==> src/rtl/core/pwss_pkg.sv <==
// Package for the priority work-stealing scheduler.
// Opcodes, status codes and the config register indexes; no dependencies.
package pwss_pkg;

  localparam int OP_BITS     = 2;
  localparam int STATUS_BITS = 3;
  localparam int PRIO_BITS   = 8;

  localparam logic [OP_BITS-1:0] OP_SUBMIT   = 2'd0;
  localparam logic [OP_BITS-1:0] OP_TRY      = 2'd1;
  localparam logic [OP_BITS-1:0] OP_COMPLETE = 2'd2;

  localparam logic [STATUS_BITS-1:0] ST_OK      = 3'd0;
  localparam logic [STATUS_BITS-1:0] ST_STOPPED = 3'd1;
  localparam logic [STATUS_BITS-1:0] ST_NO_IDLE = 3'd2;
  localparam logic [STATUS_BITS-1:0] ST_FULL    = 3'd3;
  localparam logic [STATUS_BITS-1:0] ST_NO_TASK = 3'd4;

  localparam logic CFG_WORKER_COUNT = 1'b0;
  localparam logic CFG_POOL_STOPPED = 1'b1;

endpackage

==> src/rtl/core/pwss_queue_mem.sv <==
// Queue storage for all workers: one memory, one write and one registered read per cycle.
// Depends on nothing; sized by the top level parameters.
module pwss_queue_mem #(
  parameter int DEPTH = 64,
  parameter int WIDTH = 24
) (
  input  logic                     clk,
  input  logic                     wr_en,
  input  logic [$clog2(DEPTH)-1:0] wr_addr,
  input  logic [WIDTH-1:0]         wr_data,
  input  logic [$clog2(DEPTH)-1:0] rd_addr,
  output logic [WIDTH-1:0]         rd_data
);

  logic [WIDTH-1:0] mem [DEPTH];

  always_ff @(posedge clk) begin
    if (wr_en) begin
      mem[wr_addr] <= wr_data;
    end
    rd_data <= mem[rd_addr];
  end

endmodule

==> src/rtl/core/priority_work_stealing_scheduler.sv <==
// Top level of the priority work-stealing scheduler: handshakes, sequencer, worker state.
// Depends on pwss_pkg and pwss_queue_mem.
//
// One item is handled at a time. Status-only answers, and a start on an idle worker whose
// queue is empty, pass through S_DECIDE and S_OUT only. A sorted insert walks the target
// queue from the back, one entry at a time through the single read port of the queue
// memory, shifting as it goes. A pop shifts the remaining entries forward one per cycle.
// A completion pops the worker's own queue if it holds entries; else it scans the other
// queue lengths for a steal, one worker a cycle, up to the worker count in use.
// The result sits in an output register; the next item is taken once it is gone.
module priority_work_stealing_scheduler
  import pwss_pkg::*;
#(
  parameter int WORKERS     = 4,
  parameter int QUEUE_DEPTH = 16,
  parameter int TASK_BITS   = 16
) (
  input  logic        clk,
  input  logic        rst,
  input  logic        s_tvalid,
  output logic        s_tready,
  // opcode[1:0], task_id[17:2], priority_req[25:18], worker_index[28:26], zero fill
  input  logic [31:0] s_tdata,
  output logic        m_tvalid,
  input  logic        m_tready,
  // status[2:0], started[3], start_worker[6:4], start_task[22:7], queued[23],
  // stolen[24], pool_idle[25], zero fill
  output logic [31:0] m_tdata,
  input  logic        cfg_valid,
  output logic        cfg_ready,
  input  logic        cfg_index,
  input  logic [3:0]  cfg_data
);

  localparam int WB   = (WORKERS > 1) ? $clog2(WORKERS) : 1;
  localparam int QB   = $clog2(QUEUE_DEPTH);
  localparam int LB   = $clog2(QUEUE_DEPTH + 1);
  localparam int MD   = WORKERS * QUEUE_DEPTH;
  localparam int AB   = (MD > 1) ? $clog2(MD) : 1;
  localparam int EW   = TASK_BITS + PRIO_BITS;

  typedef enum logic [3:0] {
    S_IDLE, S_DECIDE, S_INS_RD, S_INS_CMP, S_INS_DONE,
    S_SCAN, S_POP_RD, S_POP_SH, S_POP_DONE, S_OUT
  } state_t;

  state_t state;

  logic [3:0]             worker_count;
  logic                   pool_stopped;
  logic [LB-1:0]          qlen [WORKERS];
  logic [WORKERS-1:0]     busy;
  logic [TASK_BITS-1:0]   active [WORKERS];

  logic [OP_BITS-1:0]     op;
  logic [15:0]            task_in;
  logic [PRIO_BITS-1:0]   prio_in;
  logic [2:0]             widx;
  logic [3:0]             n_use;

  logic [WB-1:0]          tw;       // target worker
  logic [WB-1:0]          scan;
  logic [LB-1:0]          pos;
  logic                   do_pop;   // insert then pop on an idle worker
  logic                   is_steal;
  logic [WB-1:0]          src;

  logic [STATUS_BITS-1:0] r_status;
  logic                   r_started, r_queued, r_stolen;
  logic [2:0]             r_worker;
  logic [15:0]            r_task;

  logic                   wr_en;
  logic [AB-1:0]          wr_addr, rd_addr;
  logic [EW-1:0]          wr_data, rd_data;
  logic [TASK_BITS-1:0]   front_task;

  pwss_queue_mem #(.DEPTH(MD), .WIDTH(EW)) u_mem (
    .clk(clk), .wr_en(wr_en), .wr_addr(wr_addr), .wr_data(wr_data),
    .rd_addr(rd_addr), .rd_data(rd_data)
  );

  function automatic logic [AB-1:0] addr_of(input logic [WB-1:0] w, input logic [LB-1:0] p);
    logic [AB+LB-1:0] a;
    a = (AB+LB)'(w) * (AB+LB)'(QUEUE_DEPTH) + (AB+LB)'(p);
    return a[AB-1:0];
  endfunction

  assign s_tready  = (state == S_IDLE) && !m_tvalid;
  assign cfg_ready = 1'b1;

  always_comb begin
    if (worker_count == 4'd0) n_use = 4'd1;
    else if (worker_count > 4'(WORKERS)) n_use = 4'(WORKERS);
    else n_use = worker_count;
  end

  // Lowest idle worker in use.
  logic [WB-1:0] idle_w;
  logic          idle_found;
  always_comb begin
    idle_w = '0;
    idle_found = 1'b0;
    for (int w = WORKERS - 1; w >= 0; w--) begin
      if (w < n_use && !busy[w]) begin
        idle_w = WB'(w);
        idle_found = 1'b1;
      end
    end
  end

  logic pool_idle;
  always_comb begin
    pool_idle = (busy == '0);
    for (int w = 0; w < WORKERS; w++) begin
      if (qlen[w] != '0) pool_idle = 1'b0;
    end
  end

  // Memory port steering.
  logic [LB-1:0] len_t, len_s;
  assign len_t = qlen[tw];
  assign len_s = qlen[src];
  logic signed [PRIO_BITS-1:0] cmp_p;
  assign cmp_p = rd_data[EW-1:TASK_BITS];
  assign front_task = rd_data[TASK_BITS-1:0];

  always_comb begin
    wr_en   = 1'b0;
    wr_addr = addr_of(tw, pos);
    wr_data = {prio_in, TASK_BITS'(task_in)};
    rd_addr = addr_of(tw, pos - LB'(1));
    unique case (state)
      S_INS_CMP: begin
        wr_en = 1'b1;
        if ($signed(prio_in) > cmp_p) wr_data = rd_data;
      end
      S_INS_DONE: wr_en = 1'b1;
      S_POP_RD:   rd_addr = addr_of(src, pos);
      S_POP_SH: begin
        // rd_data holds entry pos-1; it moves to pos-2
        wr_en   = (pos >= LB'(2));
        wr_addr = addr_of(src, pos - LB'(2));
        wr_data = rd_data;
        rd_addr = addr_of(src, pos);
      end
      default: ;
    endcase
  end

  always_ff @(posedge clk) begin
    if (rst) begin
      state        <= S_IDLE;
      worker_count <= 4'd4;
      pool_stopped <= 1'b0;
      busy         <= '0;
      m_tvalid     <= 1'b0;
      for (int w = 0; w < WORKERS; w++) qlen[w] <= '0;
    end else begin
      if (cfg_valid) begin
        unique case (cfg_index)
          CFG_WORKER_COUNT: worker_count <= cfg_data;
          CFG_POOL_STOPPED: pool_stopped <= cfg_data[0];
          default: ;
        endcase
      end
      if (m_tvalid && m_tready) m_tvalid <= 1'b0;
      unique case (state)
        S_IDLE: if (s_tvalid && s_tready) begin
          op        <= s_tdata[1:0];
          task_in   <= s_tdata[17:2];
          prio_in   <= s_tdata[25:18];
          widx      <= s_tdata[28:26];
          r_status  <= ST_OK;
          r_started <= 1'b0;
          r_queued  <= 1'b0;
          r_stolen  <= 1'b0;
          r_worker  <= '0;
          r_task    <= '0;
          state     <= S_DECIDE;
        end
        S_DECIDE: begin
          state <= S_OUT;
          if (op == OP_SUBMIT || op == OP_TRY) begin
            if (pool_stopped) r_status <= ST_STOPPED;
            else if (!idle_found) begin
              if (op == OP_TRY) r_status <= ST_NO_IDLE;
              else if (qlen[0] >= LB'(QUEUE_DEPTH)) r_status <= ST_FULL;
              else begin
                tw <= '0; pos <= qlen[0]; do_pop <= 1'b0; state <= S_INS_RD;
              end
            end else if (qlen[idle_w] >= LB'(QUEUE_DEPTH)) r_status <= ST_FULL;
            else if (qlen[idle_w] == '0) begin
              busy[idle_w]   <= 1'b1;
              active[idle_w] <= TASK_BITS'(task_in);
              r_started <= 1'b1;
              r_worker  <= 3'(idle_w);
              r_task    <= 16'(TASK_BITS'(task_in));
            end else begin
              tw <= idle_w; pos <= qlen[idle_w]; do_pop <= 1'b1; state <= S_INS_RD;
            end
          end else if (op == OP_COMPLETE) begin
            if ({1'b0, widx} >= n_use || !busy[WB'(widx)]) r_status <= ST_NO_TASK;
            else begin
              tw <= WB'(widx);
              busy[WB'(widx)] <= 1'b0;
              if (qlen[WB'(widx)] != '0) begin
                src <= WB'(widx); is_steal <= 1'b0; pos <= '0; state <= S_POP_RD;
              end else begin
                scan <= '0; state <= S_SCAN;
              end
            end
          end
        end
        S_INS_RD: state <= (pos == '0) ? S_INS_DONE : S_INS_CMP;
        S_INS_CMP: begin
          if ($signed(prio_in) > cmp_p) begin
            pos   <= pos - LB'(1);
            state <= S_INS_RD;
          end else begin
            qlen[tw] <= len_t + LB'(1);
            r_queued <= !do_pop;
            state    <= do_pop ? S_POP_RD : S_OUT;
            src <= tw; is_steal <= 1'b0; pos <= '0;
          end
        end
        S_INS_DONE: begin
          qlen[tw] <= len_t + LB'(1);
          r_queued <= !do_pop;
          state    <= do_pop ? S_POP_RD : S_OUT;
          src <= tw; is_steal <= 1'b0; pos <= '0;
        end
        S_SCAN: begin
          if (scan != tw && qlen[scan] != '0) begin
            src <= scan; is_steal <= 1'b1; pos <= '0; state <= S_POP_RD;
          end else if (4'(scan) + 4'd1 >= n_use || scan == WB'(WORKERS - 1)) begin
            state <= S_OUT;
          end else scan <= scan + WB'(1);
        end
        S_POP_RD: begin
          pos   <= pos + LB'(1);
          state <= S_POP_SH;
        end
        S_POP_SH: begin
          if (pos == LB'(1)) begin
            busy[tw]   <= 1'b1;
            active[tw] <= front_task;
            r_started  <= 1'b1;
            r_worker   <= 3'(tw);
            r_task     <= 16'(front_task);
            r_stolen   <= is_steal;
          end
          if (pos >= len_s) state <= S_POP_DONE;
          else pos <= pos + LB'(1);
        end
        S_POP_DONE: begin
          qlen[src] <= len_s - LB'(1);
          state     <= S_OUT;
        end
        S_OUT: begin
          m_tvalid <= 1'b1;
          state    <= S_IDLE;
        end
        default: state <= S_IDLE;
      endcase
    end
  end

  assign m_tdata = {6'd0, pool_idle, r_stolen, r_queued, r_task, r_worker, r_started, r_status};

`ifndef SYNTH
  a_started_busy: assert property (@(posedge clk) disable iff (rst)
    (state == S_OUT && r_started) |=> busy[WB'(r_worker)])
    else $error("started worker not busy");
  a_no_accept_busy: assert property (@(posedge clk) disable iff (rst)
    (state != S_IDLE) |-> !s_tready)
    else $error("ready while working");
  a_qlen_range: assert property (@(posedge clk) disable iff (rst)
    qlen[0] <= LB'(QUEUE_DEPTH))
    else $error("queue overflow");
  a_queued_flags: assert property (@(posedge clk) disable iff (rst)
    (state == S_OUT) |-> !(r_queued && r_started))
    else $error("queued and started together");
`endif

endmodule

==> config.mk <==
export PLATFORM = sky130hd
export DESIGN_NAME = priority_work_stealing_scheduler
export DESIGN_NICKNAME = d
export VERILOG_FILES = /design/src/rtl/core/pwss_pkg.sv /design/src/rtl/core/pwss_queue_mem.sv /design/src/rtl/core/priority_work_stealing_scheduler.sv
export SDC_FILE = /design/constraint.sdc
export NUM_CORES = 2
export LEC_CHECK = 0
export CAP_MARGIN = 20
export CORE_MARGIN = 10
export CORE_UTILIZATION = 39
export CTS_CLUSTER_DIAMETER = 200
export DETAILED_ROUTE_END_ITERATION = 10
export DONT_BUFFER_PORTS = 1
export PLACE_DENSITY = 0.6
export SYNTH_ARGS = -nofsm -noshare
export SYNTH_HDL_FRONTEND = slang
export SYNTH_SLANG_ARGS = --single-unit
==> constraint.sdc <==
create_clock -name clk -period 5.1 [get_ports clk]
set_clock_uncertainty 0.15 [all_clocks]
set_input_delay 0 -clock clk [delete_from_list [all_inputs] [get_ports clk]]
set_output_delay 0 -clock clk [all_outputs]
set_load 0.005 [all_outputs]
Word-level counts from Yosys, hierarchy flattened
Memory sizes are Yosys's and may differ from the RTL's. A register that Yosys moved wholly into a read port is not among the register bits.
Index checks and enable logic that the tools add are counted.
{"block": "classes", "order_cmp": 18, "n_eq_ne": 57, "bitwise_logic": 8, "shift": 0, "div": 0, "n_addsub": 11, "n_mul": 0, "n_reduce_logical": 61, "n_mux": 167}
{"cell": "16-bit 2-to-1 mux", "n": 7}
{"cell": "4-bit 2-to-1 mux", "n": 25}
{"cell": "5-bit 2-to-1 mux", "n": 16}
{"cell": "2-bit 2-to-1 mux", "n": 32}
{"cell": "1-bit 2-to-1 mux", "n": 50}
{"cell": "3-bit 2-to-1 mux", "n": 16}
{"cell": "16-bit case mux with 3 select lines", "n": 1}
{"cell": "24-bit case mux with 2 select lines", "n": 1}
{"cell": "2-bit != test, second input constant", "n": 23}
{"cell": "3-bit != test, second input constant", "n": 13}
{"cell": "4-bit case mux with 9 select lines", "n": 1}
{"cell": "8-bit AND reduction", "n": 4}
{"cell": "5-bit case mux with 6 select lines", "n": 1}
{"cell": "5-bit nonzero test", "n": 6}
{"cell": "6-bit by 5-bit adder with 6-bit output", "n": 4}
{"cell": "24-bit 2-to-1 mux", "n": 1}
{"cell": "9-bit AND reduction", "n": 2}
{"cell": "4-bit by 3-bit == test with 1-bit output, second input constant", "n": 4}
{"cell": "4-bit != test, second input constant", "n": 4}
{"cell": "4-bit zero test", "n": 3}
{"cell": "6-bit 2-to-1 mux", "n": 2}
{"cell": "12-bit AND reduction", "n": 1}
{"cell": "2-bit nonzero test", "n": 6}
{"cell": "1-bit logical AND", "n": 11}
{"cell": "other kinds (53)", "n": 88}
{"block": "word_totals", "wordCells": 345, "rom_bits": 0, "out_inout_bits": 35, "regBits": 81, "latch_bits": 0, "inputBits": 42, "n_memories": 2, "mem_bits_rw": 1556}
{"memory": "u_mem.mem", "words": 64, "word_bits": 24, "rd": 1, "rd_ports_with_merged_regs": 1, "write_ports": 1, "line": "pwss_queue_mem.sv:15", "rtl": "logic [WIDTH-1:0] mem [DEPTH];"}
{"memory": "qlen", "words": 4, "word_bits": 5, "rd": 9, "rd_ports_with_merged_regs": 4, "write_ports": 4, "line": "priority_work_stealing_scheduler.sv:51", "rtl": "logic [LB-1:0] qlen [WORKERS];"}

Logic depth before layout (Yosys ltp)
{"block": "logic_depth", "ltp_word": 20, "depth_mapped": 16, "mapped_depth_nobuf": 13}

Modules after synthesis
Synthesis repeated with hierarchy kept, for this count alone.
{"block": "unflattened", "cells_unflattened": 3315, "area_unflattened_um2": 66219.8}
{"module": "pwss_queue_mem", "instances": 1, "seq_area_each_um2": 46604.7, "cells_each": 2611, "area_per_inst_um2": 59330.7}
{"module": "priority_work_stealing_scheduler", "instances": 1, "seq_area_each_um2": 3022.9, "cells_each": 704, "area_per_inst_um2": 6889.1}

Worst setup path after synthesis
No wires, ideal clock.
{"block": "synth_timing", "path_type": "register -> register", "from": "register state[1]", "to": "register (tool-made name)", "period_less_slack_ns": 5.163, "path_slack_ns": -0.063, "path_buffers": 1, "setup_time_ns": 0.074, "required_ns": 4.876, "stages_incl_launch_ff": 6, "arrival_time_ns": 4.939, "cell_sequence": "dfxtp_1 -> buf_2 -> or3_1 -> nand2b_1 -> nor4b_1 -> mux2_2"}
{"element": "from (decl)", "line": "priority_work_stealing_scheduler.sv:47", "rtl": "state_t state;"}
{"element": "from (signal assigned)", "line": "priority_work_stealing_scheduler.sv:215", "rtl": "S_INS_RD: state <= (pos == '0) ? S_INS_DONE : S_INS_CMP;"}
{"element": "from (signal assigned)", "line": "priority_work_stealing_scheduler.sv:223", "rtl": "state <= do_pop ? S_POP_RD : S_OUT;"}
{"element": "from (signal assigned)", "line": "priority_work_stealing_scheduler.sv:230", "rtl": "state <= do_pop ? S_POP_RD : S_OUT;"}

Worst setup path after layout
{"block": "layout_timing", "from": "register pos[2]", "to": "register u_mem.rd_data[9] (read register of u_mem.mem)"}
{"block": "layout_via", "elab_chain_cells": 3, "word_cells_on_any_way": 4, "classes_between": "add/sub: 3; mux: 1"}
{"element": "from (decl)", "line": "priority_work_stealing_scheduler.sv:63", "rtl": "logic [LB-1:0] pos;"}
{"element": "from (signal assigned)", "line": "priority_work_stealing_scheduler.sv:218", "rtl": "pos <= pos - LB'(1);"}
{"element": "from (signal assigned)", "line": "priority_work_stealing_scheduler.sv:241", "rtl": "pos <= pos + LB'(1);"}
{"element": "from (signal assigned)", "line": "priority_work_stealing_scheduler.sv:254", "rtl": "else pos <= pos + LB'(1);"}
{"element": "5-bit by 1-bit subtractor with 5-bit output", "line": "priority_work_stealing_scheduler.sv:132", "rtl": "rd_addr = addr_of(tw, pos - LB'(1));"}
{"element": "6-bit by 5-bit adder with 6-bit output", "line": "priority_work_stealing_scheduler.sv:85", "rtl": "a = (AB+LB)'(w) * (AB+LB)'(QUEUE_DEPTH) + (AB+LB)'(p);"}
{"element": "6-bit 2-to-1 mux (*)"}
{"element": "to (decl)", "line": "pwss_queue_mem.sv:12", "rtl": "output logic [WIDTH-1:0] rd_data"}
Every way passes the cells marked *; elsewhere a longest branch is shown, timed or not.
A chain may end at the register's enable or synchronous reset.

==> impl_metrics.csv <==
group,metric,value,unit
route,wire_per_inst,25.2,um
yosys,synth_xor_area_share,0.249,%
cells_and_area,area_delta_synth_final,14.7,%
power_and_ir_drop,power_density,424,mW/mm^2
setup_path,rr_worst_depth,11,
yosys,synth_flop_cell,"edfxtp_1",
timing,rsz0062_at_grt,"false",
power_and_ir_drop,p_comb_share,14.1,%
yosys,synth_seq_area_share,74.4,%
route,finalWirelength,183000,um
cells_and_area,seq_area,0.0496,mm^2
timing,fmax,216,MHz
setup_path,reg2reg_slack,0.47,ns
grt,grt_pass1_wl,265000,um
die,initial_utilization,39.3,%
route,drt_first_iter_violations,4673,
grt,overflow,0,
die,die_w,434,um
yosys,synth_compound_area_share,5.25,%
cells_and_area,drive_above_1_share,12.8,%
cells_and_area,nets,4985,
clock_tree,cts_resized,0,
clock_tree,htree_num_levels,4,
clock_tree,post-cts-setup-buffers,0,
power_and_ir_drop,p_int,23900,uW
yosys,synth-seq-cells,1668,
placement,gp_congestion,0.841,
clock_tree,hold_buffers,80,
yosys,synthMuxAreaShare,4.10,%
setup_path,end_kind,"flip-flop",
cells_and_area,fill_cells,14709,
cells_and_area,final_cell_mix,"edfxtp_1 (1622), nand2_1 (1262), nand3_1 (256), buf_4 (186), clkbuf_16 (176)",
worst_hold_path,hold_class,"input port to flip-flop",
run_status,status,"finished, final reports clean",
die,coreArea,0.170,mm^2
setup_path,worstSetupPathType,"flip-flop to flip-flop",
timing,hold_violations,0,
clock_tree,cts.sink_count,1668,
cells_and_area,multi_input_area,0.0160,mm^2
yosys,synth_top_family_by_area,"simple AND/OR/NAND/NOR gates",
clock_tree,cts_tree,"built",
die,boundaryPins,77,
yosys,synth_edf_count,1622,
power_and_ir_drop,switching_share,26.4,%
route,vias_per_cell,5.58,
grt,grt_max_degree,127,
grt,grt_usage,19.0,%
yosys,synth_cells,4726,
yosys,syn_area,0.0667,mm^2
power_and_ir_drop,p_seq_share,49.0,%
timing,fin_crit_sh,90.8,%
grt,grt_antenna_before_repair,7,
yosys,yosys.area_share.simple,13.1,%
power_and_ir_drop,ir_worst_vdd,359,uV
timing,setup_violations,0,
setup_path,critPathLaunchType,"flip-flop",
setup_path,rr_endpoint,"u_mem.rd_data[9]$_DFF_P_",
timing,min_period,4.63,ns
flow_run,maxCapViolations,0,
clock_tree,clk_latency,0.83,ns
timing,slew_headroom,21.6,%
clock_tree,clk_pin_slew,0.06,ns
placement,placedCellCount,6872,
power_and_ir_drop,p_clk_share,36.9,%
yosys,syn_avg_cell_area,14.1,um^2
clock_tree,numCtsBuffers,170,
placement,io_buffers,0,
setup_path,critPathMaxFanout,62,
yosys,ys_warn_count,0,
route,vias,40573,
grt,first_global_vias,39135,
clock_tree,max-clock-path-buffers,3,
clock_tree,cts_root_buf,"clkbuf_16",
route,postRouteAntennaNets,0,
power_and_ir_drop,switchingPower,8550,uW
route,dr.pass1.iters,6,
die,die_h,434,um
timing,holdWs,0.123,ns
cells_and_area,final_cells,7268,
setup_path,r2r_start,"pos[2]$_DFFE_PP_",
timing,max_slew.worst_pin.slew,1.15,ns
cells_and_area,final_common_cell,"edfxtp_1",
die,placementRows,151,
yosys,yosys.area_share.adder,0.656,%
placement,dp_hpwl,105000,um
setup_path,endpoint,"u_mem.rd_data[9]$_DFF_P_",
die,die_area,0.188,mm^2
power_and_ir_drop,total_leakage_power,0.0257,uW
setup_path,worstPathArrival,5.23,ns
route,drc,0,
yosys,synth.distinct_cells,89,
timing,slew_viol_final,0,
yosys,synthArstFlopShare,0,%
setup_path,cp.required,5.70,ns
setup_path,startpoint,"pos[2]$_DFFE_PP_",
timing,fin_tns_setup,0,ns
[worst max-delay path: stages, from the launching register on]
cell      delay, ns
edfxtp_1       0.68
inv_1          0.19
ha_1           0.22
a21bo_2        0.24
or3_4          0.37
nand2_8        0.28
buf_4          0.67
mux2i_1        0.19
a32oi_1        0.24
nand4_1        0.20
nor3_1         0.76
and3_1         0.26
[stage by stage]
step / cell area (um^2) / total power (uW) / setup slack [ns] / utilization, %
floorplan: 66800 / 18700 / -0.0255 / -
global placement: 70400 / 20600 / 0.587 / 41.4
detailed placement: 70400 / 20600 / 0.535 / 41.4
CTS: 76500 / 32600 / 0.534 / 45.0
global route: 76500 / 33500 / 0.375 / 45.1
finish: 76500 / 32400 / 0.467 / 45.1
[layout make-up]
cell class,count,area share [%]
Sequential cell,1668,64.8
Inverter,39,0.195
Tap cell,2218,3.63
Antenna cell,7,0.0229
Multi-Input combinational cell,2739,20.9
Clock inverter,84,0.899
Timing Repair Buffer,290,3.50
Clock buffer,223,6.04
[kinds of logic after synthesis]
family,after synthesis
AO/OA/AOI/OAI,491
XOR/XNOR,19
adder cells (fa/ha/maj),35
buffers and inverters,325
flip-flops,1668
multiplexers,190
other,2
AND/OR/NAND/NOR,1996
[worst min-delay path by stage]
stage	from	endpoint	slack [ns]	cells past startpoint
after CTS	s_tvalid	state[0]$_SDFFE_PP0P_	0.05	5
after detailed placement	rst	pool_stopped$_SDFFE_PP0P_	-0.07	1
final	s_tvalid	state[3]$_SDFFE_PP0P_	0.12	5
after global placement	rst	pool_stopped$_SDFFE_PP0P_	-0.07	1
after floorplan	s_tdata[0]	op[0]$_DFFE_PP_	-0.05	0
after global routing	s_tvalid	state[0]$_SDFFE_PP0P_	0.12	5
[registers in the layout, summed over array words and instances (netlist names), 4 cells and up, named ones only]
register	flops
state	4
u_mem.rd_data	24
r_task	16
worker_count	4
u_mem.mem	1536
prio_in	8
qlen	20
task_in	16
busy	4
pos	5
[Yosys cell counts (27+ instances only)]
master | number | area (um^2)
a21oi_1 | 155 | 776
a311oi_1 | 50 | 438
a32oi_1 | 122 | 1070
and3_1 | 104 | 651
buf_2 | 115 | 576
buf_4 | 27 | 203
clkbuf_1 | 128 | 480
dfxtp_1 | 46 | 921
edfxtp_1 | 1622 | 48700
ha_1 | 35 | 438
inv_1 | 36 | 135
mux2i_1 | 100 | 1000
mux4_2 | 61 | 1370
nand2_1 | 1263 | 4740
nand3_1 | 258 | 1290
nand4_1 | 76 | 475
nor2_1 | 140 | 526
nor3_1 | 37 | 185
nor4_1 | 28 | 175
o21ai_0 | 33 | 165
[power groups by stage]
stage / Sequential (uW) / Combinational [uW] / Clock [uW]
after floorplan: 16000 / 2640 / 0
after global placement: 16200 / 4390 / 0
after detailed placement: 16200 / 4460 / 0
after CTS: 15900 / 4530 / 12100
after global routing: 15900 / 4890 / 12700
final: 15900 / 4560 / 12000
[metal layers]
layer  global-route usage, %  part of all wire [%]  routed length, um
met5                       0                     0                  0
met4                    8.31                   4.4               8020
met3                    3.51                   7.8              14300
met2                    30.7                    48              87200
met1                    25.0                    40              73800
Note: power is estimated with default switching activity, not from simulation.
